<file path="src/hw/rtl/sqdpcm_pkg.sv">
// ----------------------------------------------------------------------------
// sqdpcm_pkg
// Shared types, constants and the delta squarer for the square-table DPCM
// audio decoder.
// ----------------------------------------------------------------------------
package sqdpcm_pkg;

  // Number of header bytes at the head of every chunk.
  localparam int unsigned HEADER_BYTES = 8;
  localparam int unsigned POS_W = $clog2(HEADER_BYTES + 1);
  localparam logic [POS_W-1:0] POS_LOW_BYTE = POS_W'(HEADER_BYTES - 2);
  localparam logic [POS_W-1:0] POS_LOAD     = POS_W'(HEADER_BYTES - 1);
  localparam logic [POS_W-1:0] POS_DELTA    = POS_W'(HEADER_BYTES);

  localparam logic signed [15:0] SAMPLE_MIN = 16'sh8000;
  localparam logic signed [15:0] SAMPLE_MAX = 16'sh7FFF;

  typedef struct packed {
    logic [7:0] data_byte;
    logic       chunk_start;
    logic       chunk_end;
  } item_t;

  typedef struct packed {
    logic signed [15:0] sample_value;
    logic               channel_index;
    logic               last_of_chunk;
  } result_t;

  // Magnitude of the delta: the low seven bits of the code, squared.
  function automatic logic [13:0] square_mag(input logic [6:0] m);
    logic [13:0] mw;
    begin
      mw = {7'd0, m};
      return 14'(mw * mw);
    end
  endfunction

endpackage

</file>
<file path="src/hw/rtl/square_dpcm_audio_decoder.sv">
// ----------------------------------------------------------------------------
// square_dpcm_audio_decoder
// Square-table DPCM audio decoder, one chunk byte per request.
// ----------------------------------------------------------------------------
// The block takes one byte per cycle unless a delta byte waits on an occupied
// output register. A byte lands in the input register, the decode stage adds
// the squared delta to the channel predictor and clamps it, and the sample
// waits in the output register until it is taken. The predictor
// feedback closes inside the decode stage, so back-to-back bytes of the same
// channel need no stall. The eight header bytes of each chunk produce no
// sample; stereo_mode must only be changed while no request is in flight.
module square_dpcm_audio_decoder (
  input  logic               clk,
  input  logic               rst_n,
  input  logic               cfg_wr_en,
  input  logic               cfg_wr_data,
  input  logic               in_valid,
  output logic               in_ready,
  input  logic [7:0]         in_data_byte,
  input  logic               in_chunk_start,
  input  logic               in_chunk_end,
  output logic               out_valid,
  input  logic               out_ready,
  output logic signed [15:0] out_sample_value,
  output logic               out_channel_index,
  output logic               out_last_of_chunk
);

  logic                stereo_r;
  sqdpcm_pkg::item_t   in_item;
  sqdpcm_pkg::item_t   item;
  logic                item_valid;
  logic                consume;
  logic                out_free;
  logic                res_valid;
  sqdpcm_pkg::result_t res;
  logic                out_valid_r, out_valid_nxt;
  sqdpcm_pkg::result_t out_r;

  always_ff @(posedge clk) begin
    if (!rst_n) begin
      stereo_r <= 1'b0;
    end else if (cfg_wr_en) begin
      stereo_r <= cfg_wr_data;
    end
  end

  assign in_item.data_byte   = in_data_byte;
  assign in_item.chunk_start = in_chunk_start;
  assign in_item.chunk_end   = in_chunk_end;

  sqdpcm_in_stage u_in_stage (
    .clk        (clk),
    .rst_n      (rst_n),
    .in_valid   (in_valid),
    .in_ready   (in_ready),
    .in_item    (in_item),
    .consume    (consume),
    .item_valid (item_valid),
    .item       (item)
  );

  assign out_free = !out_valid_r || out_ready;

  sqdpcm_decode u_decode (
    .clk         (clk),
    .rst_n       (rst_n),
    .stereo_mode (stereo_r),
    .item_valid  (item_valid),
    .item        (item),
    .out_free    (out_free),
    .consume     (consume),
    .res_valid   (res_valid),
    .res         (res)
  );

  always_comb begin
    out_valid_nxt = out_valid_r;
    if (res_valid) begin
      out_valid_nxt = 1'b1;
    end else if (out_ready) begin
      out_valid_nxt = 1'b0;
    end
  end

  always_ff @(posedge clk) begin
    if (!rst_n) begin
      out_valid_r <= 1'b0;
    end else begin
      out_valid_r <= out_valid_nxt;
    end
  end

  always_ff @(posedge clk) begin
    if (res_valid) begin
      out_r <= res;
    end
  end

  assign out_valid         = out_valid_r;
  assign out_sample_value  = out_r.sample_value;
  assign out_channel_index = out_r.channel_index;
  assign out_last_of_chunk = out_r.last_of_chunk;

  // A new sample may only be written over an empty or departing one.
  a_no_overwrite: assert property (@(posedge clk) disable iff (!rst_n)
    res_valid |-> (!out_valid_r || out_ready))
    else $error("sample written into an occupied output register");

  // The input side stalls only while the input register is still full.
  a_stall_full: assert property (@(posedge clk) disable iff (!rst_n)
    !in_ready |-> (item_valid && !consume))
    else $error("input stalled with an empty input register");

  // A stalled request in the input register must be held by output back-pressure.
  a_stall_delta: assert property (@(posedge clk) disable iff (!rst_n)
    (item_valid && !consume) |-> (out_valid_r && !out_ready))
    else $error("request held without output back-pressure");

endmodule

</file>
<file path="src/hw/rtl/sqdpcm_in_stage.sv">
// ----------------------------------------------------------------------------
// sqdpcm_in_stage
// Input register: holds one request until the decode stage consumes it.
// ----------------------------------------------------------------------------
module sqdpcm_in_stage (
  input  logic                clk,
  input  logic                rst_n,
  input  logic                in_valid,
  output logic                in_ready,
  input  sqdpcm_pkg::item_t   in_item,
  input  logic                consume,
  output logic                item_valid,
  output sqdpcm_pkg::item_t   item
);

  logic              valid_r;
  logic              valid_nxt;
  sqdpcm_pkg::item_t item_r;
  logic              take;

  // The stage refills in the same cycle that its request moves on.
  assign in_ready = !valid_r || consume;
  assign take     = in_valid && in_ready;

  always_comb begin
    valid_nxt = valid_r;
    if (take) begin
      valid_nxt = 1'b1;
    end else if (consume) begin
      valid_nxt = 1'b0;
    end
  end

  always_ff @(posedge clk) begin
    if (!rst_n) begin
      valid_r <= 1'b0;
    end else begin
      valid_r <= valid_nxt;
    end
  end

  always_ff @(posedge clk) begin
    if (take) begin
      item_r <= in_item;
    end
  end

  assign item_valid = valid_r;
  assign item       = item_r;

endmodule

</file>
<file path="src/hw/rtl/sqdpcm_decode.sv">
// ----------------------------------------------------------------------------
// sqdpcm_decode
// Decode stage: header tracking, predictor state and the delta update with
// clamping to signed 16 bits.
// ----------------------------------------------------------------------------
module sqdpcm_decode (
  input  logic                 clk,
  input  logic                 rst_n,
  input  logic                 stereo_mode,
  input  logic                 item_valid,
  input  sqdpcm_pkg::item_t    item,
  input  logic                 out_free,
  output logic                 consume,
  output logic                 res_valid,
  output sqdpcm_pkg::result_t  res
);

  localparam int unsigned POS_W = sqdpcm_pkg::POS_W;

  logic [POS_W-1:0]   pos_r,  pos_nxt;
  logic [7:0]         hdr_r,  hdr_nxt;
  logic signed [15:0] pred_r   [2];
  logic signed [15:0] pred_nxt [2];
  logic               chan_r, chan_nxt;

  logic [POS_W-1:0]   pos_eff;
  logic               is_delta;
  logic               ch;
  logic [13:0]        mag;
  logic signed [16:0] delta;
  logic signed [16:0] sum;
  logic signed [15:0] clamped;

  assign pos_eff  = item.chunk_start ? '0 : pos_r;
  assign is_delta = (pos_eff == sqdpcm_pkg::POS_DELTA);
  assign ch       = stereo_mode & chan_r;

  assign mag   = sqdpcm_pkg::square_mag(item.data_byte[6:0]);
  assign delta = item.data_byte[7] ? -$signed({3'b000, mag}) : $signed({3'b000, mag});
  assign sum   = $signed({pred_r[ch][15], pred_r[ch]}) + delta;

  // A sum whose top two bits differ has left the 16-bit range.
  always_comb begin
    if (sum[16] != sum[15]) begin
      clamped = sum[16] ? sqdpcm_pkg::SAMPLE_MIN : sqdpcm_pkg::SAMPLE_MAX;
    end else begin
      clamped = sum[15:0];
    end
  end

  // Header bytes never wait on the output register.
  assign consume   = item_valid && (!is_delta || out_free);
  assign res_valid = item_valid && is_delta && out_free;

  assign res.sample_value  = clamped;
  assign res.channel_index = ch;
  assign res.last_of_chunk = item.chunk_end;

  always_comb begin
    pos_nxt     = pos_r;
    hdr_nxt     = hdr_r;
    pred_nxt[0] = pred_r[0];
    pred_nxt[1] = pred_r[1];
    chan_nxt    = chan_r;
    if (consume) begin
      if (!is_delta) begin
        if (pos_eff == sqdpcm_pkg::POS_LOW_BYTE) begin
          hdr_nxt = item.data_byte;
        end else if (pos_eff == sqdpcm_pkg::POS_LOAD) begin
          if (stereo_mode) begin
            pred_nxt[0] = {item.data_byte, 8'h00};
            pred_nxt[1] = {hdr_r, 8'h00};
          end else begin
            pred_nxt[0] = {item.data_byte, hdr_r};
            pred_nxt[1] = '0;
          end
          chan_nxt = 1'b0;
        end
        pos_nxt = pos_eff + POS_W'(1);
      end else begin
        pred_nxt[ch] = clamped;
        pos_nxt      = pos_eff;
        if (stereo_mode) begin
          chan_nxt = ~ch;
        end
      end
      if (item.chunk_end) begin
        pos_nxt = '0;
      end
    end
  end

  always_ff @(posedge clk) begin
    if (!rst_n) begin
      pos_r     <= '0;
      hdr_r     <= '0;
      pred_r[0] <= '0;
      pred_r[1] <= '0;
      chan_r    <= 1'b0;
    end else begin
      pos_r     <= pos_nxt;
      hdr_r     <= hdr_nxt;
      pred_r[0] <= pred_nxt[0];
      pred_r[1] <= pred_nxt[1];
      chan_r    <= chan_nxt;
    end
  end

endmodule
</file>
<file path="config.mk">
export PLATFORM = sky130hd
export DESIGN_NAME = square_dpcm_audio_decoder
export DESIGN_NICKNAME = d
export VERILOG_FILES = /design/src/hw/rtl/sqdpcm_pkg.sv /design/src/hw/rtl/square_dpcm_audio_decoder.sv /design/src/hw/rtl/sqdpcm_in_stage.sv /design/src/hw/rtl/sqdpcm_decode.sv
export SDC_FILE = /design/constraint.sdc
export NUM_CORES = 1
export LEC_CHECK = 0
export BUFFER_PORTS_ARGS = -buffer_cell sky130_fd_sc_hd__buf_2
export CAP_MARGIN = 20
export CORE_ASPECT_RATIO = 0.6
export CORE_MARGIN = 1
export CORE_UTILIZATION = 40
export CTS_CLUSTER_SIZE = 14
export DETAILED_ROUTE_END_ITERATION = 10
export GPL_TIMING_DRIVEN = 0
export PLACE_DENSITY = 0.63
export SLEW_MARGIN = 20
export SYNTH_ARGS = -nofsm -noshare
export SYNTH_HDL_FRONTEND = slang
export SYNTH_SLANG_ARGS = --single-unit
</file>
<file path="constraint.sdc">
create_clock -name clk -period 7.87 [get_ports clk]
set_input_delay 1.574 -clock clk [delete_from_list [all_inputs] [get_ports clk]]
set_output_delay 1.574 -clock clk [all_outputs]
set_load 0.01 [all_outputs]
</file>
==> impl_metrics.csv <==
group,metric,value,unit
outcome,outcome,"finished, final reports clean",
detailed_routing,vias,5452,
timing,clock-skew-final,6.68,ps
timing,post-route-period-util,96.0,%
critical_path,timing.critical_path.required,7950,ps
synthesis,synth_fp_nets,770,
cts,h-tree-depth,3,
floorplanning,die_area,15300,µm²
synthesis,synth.top_cells.by_area,"sky130_fd_sc_hd__dfxtp_1, sky130_fd_sc_hd__edfxtp_1, sky130_fd_sc_hd__ha_1",
critical_path,r2r-start,"u_in_stage.item[2]",
final_layout,synthToLayoutAreaGrowth,15.4,%
floorplanning,rows,34,
critical_path,worst_setup_path_start_kind,"register",
grt,top_usage_layer,"met1",
synthesis,post-synth-top-count-cell,"sky130_fd_sc_hd__nand2_1",
synthesis,edff_count_synth,28,
cts,clk-insertion-delay-late,340,ps
floorplanning,initial_utilization,41.0,%
synthesis,synth.cells.most_frequent,"sky130_fd_sc_hd__nand2_1, sky130_fd_sc_hd__a21oi_1, sky130_fd_sc_hd__o21ai_0",
grt,antenna_violations_before_repair,0,
power_and_ir_drop,share_of_total_power_in_the_clock_network,24.3,%
grt,grt_pass1_wl,27300,µm
critical_path,setup.worst_path.end_class,"register",
cts,clk_pin_slew_worst_paths,60,ps
timing,timing.hold.ws,460,ps
timing,worst_pin_slew,884,ps
run,drv.max_cap_violation_count,0,
floorplanning,chipWidth,159,µm
placed_design,dpl.hpwl,13500,µm
power_and_ir_drop,power.net_switching,0.000803,W
synthesis,synth-seq-cells,76,
timing,min_period,7550,ps
synthesis,syn_area,5930,µm²
final_layout,finish.instance_area,6850,µm²
final_layout,antenna_cells,0,
floorplanning,fp.dieH,96.3,µm
power_and_ir_drop,power_report.internal_total,0.00109,W
timing,timing.final.max_slew_violations,0,
power_and_ir_drop,switching_share,42.4,%
grt,grt-ovfl-total,0,
critical_path,critical-path-top-cell-by-count,"sky130_fd_sc_hd__inv_1",
grt,met3_usage,5.17,%
critical_path,critical_path.reg2reg.endpoint,"out_sample_value[12]",
synthesis,ys_types,62,
placed_design,gpl.final_weighted_congestion,1.01,
detailed_routing,vias_per_cell,5.73,
critical_path,timing_worst_setup_path_type,"register to register",
synthesis,synthesis.instances,695,
detailed_routing,detail_route.wirelength,17300,µm
critical_path,crit_path_top_delay_cell,"sky130_fd_sc_hd__fa_1",
floorplanning,boundaryPins,36,
power_and_ir_drop,leakage,2.84,nW
cts,cts_inserted_buffers,9,
placed_design,quantity_of_i_o_buffers_inserted_on_ports,35,
final_layout,fillCellCount,1405,
detailed_routing,dr.pass1.iters,5,
synthesis,cell_type_with_the_highest_aggregate_area_in_the_netlist,"sky130_fd_sc_hd__dfxtp_1",
timing,final-hold-violation-count,0,
synthesis,synth_top_area_share,16.2,%
grt,grt_start_max_net_pins,20,
timing,max_clock_freq,132,MHz
final_layout,drive_above_1_share,14.3,%
critical_path,cp-endpoint,"out_sample_value[12]",
final_layout,finalNetCount,823,
final_layout,final_core_util,47.3,%
critical_path,r2r_setup_slack,320,ps
power_and_ir_drop,power-per-cell-area,277,nW/µm²
synthesis,syn-mean-instance-area,8.53,µm²
cts,cts.sink_count,76,
power_and_ir_drop,vdd_ir_drop_max,190,µV
grt,vias_in_the_first_global_route,5066,
worst_hold_path,min_path_type,"register to register",
timing,setup_viol_count_final,0,
detailed_routing,post-route-drc-count,0,
critical_path,start_point_of_the_critical_path,"u_in_stage.item[2]",
power_and_ir_drop,pwr-share-comb,52.9,%
synthesis,sequential_element_share_of_the_synthesized_area,30.4,%
floorplanning,floorplan.core_area,14500,µm²
detailed_routing,postRouteAntennaNets,0,
synthesis,number_of_warning_messages_in_the_yosys_log,0,
critical_path,crit_path_max_fanout,19,
cts,cts_tree,"done",
cts,clock_path_buffers,2,
detailed_routing,dr.first_iter.drc_count,497,
grt,grt.total_usage,23.3,%
synthesis,async_flop_share,0,%
placed_design,dpl-instance-area,6370,µm²
critical_path,critical-path-max-stage-delay,540,ps
critical_path,cp_data_arrival_time,7630,ps
timing,timing.max_slew.rel_slack,40.6,%
cts,cts-root-buf,"sky130_fd_sc_hd__clkbuf_16",
synthesis,synth-main-ff-cell,"sky130_fd_sc_hd__dfxtp_1",
critical_path,r2r_cells,28,
power_and_ir_drop,p_seq_share,22.8,%
detailed_routing,routed_wire_length_per_instance,18.2,µm
grt,gr-usage-met2,33.8,%
grt,globalRouteMet1Util,34.6,%
power_and_ir_drop,p_total,0.00189,W
## cell type report
cell class / instances / area, µm² / share of cell area (%)
multi-input combinational: 546 / 3910 / 57.2
sequential: 76 / 1800 / 26.3
clock buffer: 12 / 258 / 3.77
timing repair buffer: 45 / 254 / 3.71
tap: 198 / 248 / 3.62
buffer: 34 / 165 / 2.41
inverter: 36 / 135 / 1.97
clock inverter: 4 / 70.1 / 1.02
## stage by stage
step / instances / setup slack [ps] / setup TNS, ps
final: 951 / 316 / 0
after global placement: 928 / -500 / -19210
after CTS: 945 / 12.1 / 0
after floorplan: 695 / 491 / 0
after global routing: 951 / -16.4 / -35.9
after detailed placement: 929 / -562 / -21690
## timing repair
item,in CTS,in global routing
endpoints found under the hold margin,0,0
buffers inserted,3,5
pin swaps,0,4
gates resized for setup,9,28
gates cloned,0,1
hold buffers,0,0
endpoints found under the setup margin,48,48
## cells by family (layout without fill, tap and decap cells)
family,after synthesis,count (layout),share of synthesized area [%]
muxes,26,26,4.92
adders and majority gates,63,63,14.8
AOI/OAI and AO/OA,208,208,22.2
and+or+nand+nor,211,211,17.3
buffers and inverters,73,131,4.81
DFF,76,76,30.4
xor gates and xnor gates,38,38,5.61
## power by group through the flow
stage | clock, W | sequential [W] | combinational [W]
final | 0.000460 | 0.000432 | 0.00100
after global routing | 0.000482 | 0.000432 | 0.00110
after CTS | 0.000462 | 0.000433 | 0.000948
after detailed placement | 0 | 0.000442 | 0.000940
after global placement | 0 | 0.000441 | 0.000914
after floorplan | 0 | 0.000438 | 0.000704
## layer usage
metal / vias to the layer above / wire [µm]
li1: 2591 / -
met1: 2605 / 8570
met2: 239 / 6880
met3: 17 / 1690
met4: 0 / 185
met5: - / 0
## cell usage in the layout (no fill, tap or decap), types with 4 or more instances in the layout
cell                        count
sky130_fd_sc_hd__buf_4         11
sky130_fd_sc_hd__buf_2         35
sky130_fd_sc_hd__and2_1        19
sky130_fd_sc_hd__o21bai_1       5
sky130_fd_sc_hd__clkbuf_16     10
sky130_fd_sc_hd__clkbuf_2       6
sky130_fd_sc_hd__dfxtp_1       48
sky130_fd_sc_hd__nand3_1        7
sky130_fd_sc_hd__a21oi_1       66
sky130_fd_sc_hd__nand4_1        4
sky130_fd_sc_hd__and3_1         7
sky130_fd_sc_hd__ha_1          45
sky130_fd_sc_hd__fa_1          13
sky130_fd_sc_hd__edfxtp_1      28
sky130_fd_sc_hd__mux2i_1       10
sky130_fd_sc_hd__mux2_2        15
sky130_fd_sc_hd__xnor2_1       30
sky130_fd_sc_hd__a211o_1        6
sky130_fd_sc_hd__maj3_1         4
sky130_fd_sc_hd__o21ai_0       55
sky130_fd_sc_hd__nor2b_1       20
sky130_fd_sc_hd__nor3_1        25
sky130_fd_sc_hd__xor2_1         6
sky130_fd_sc_hd__a21o_1         8
sky130_fd_sc_hd__clkbuf_1      22
sky130_fd_sc_hd__nand2_1       78
sky130_fd_sc_hd__a31oi_1        6
sky130_fd_sc_hd__nor2_1        32
sky130_fd_sc_hd__inv_1         35
sky130_fd_sc_hd__a211oi_1      24
## state kept, by name, indices dropped and copies added (netlist names)
register / count
u_in_stage.item: 10
u_decode.chan_r: 1
u_decode.pred_r: 32
u_decode.pos_r: 4
stereo_r: 1
u_in_stage.item_valid: 1
out_valid: 1
out_sample_value: 16
out_channel_index: 1
out_last_of_chunk: 1
u_decode.hdr_r: 8
## how the worst min path moves through the flow
stage,cells past startpoint,startpoint,endpoint
3_3_place_gp,2,u_decode.pred_r[1][2],u_decode.pred_r[1][2]
6_report,2,u_decode.pred_r[1][3],u_decode.pred_r[1][3]
5_1_grt,2,u_decode.pred_r[1][2],u_decode.pred_r[1][2]
2_1_floorplan,2,u_decode.pred_r[1][0],u_decode.pred_r[1][0]
3_5_place_dp,2,u_decode.pred_r[1][1],u_decode.pred_r[1][1]
4_1_cts,2,u_decode.pred_r[1][3],u_decode.pred_r[1][3]
## worst max-delay path, delay by kind of cell (launching register included)
family | cells | cell delay, ps
adder cells (fa/ha/maj) | 6 | 2610
XOR/XNOR | 3 | 490
buffers and inverters | 7 | 810
AO/OA/AOI/OAI | 4 | 1310
flip-flops | 1 | 390
AND/OR/NAND/NOR | 8 | 1660
No activity file was read; power rests on OpenSTA's default activity.
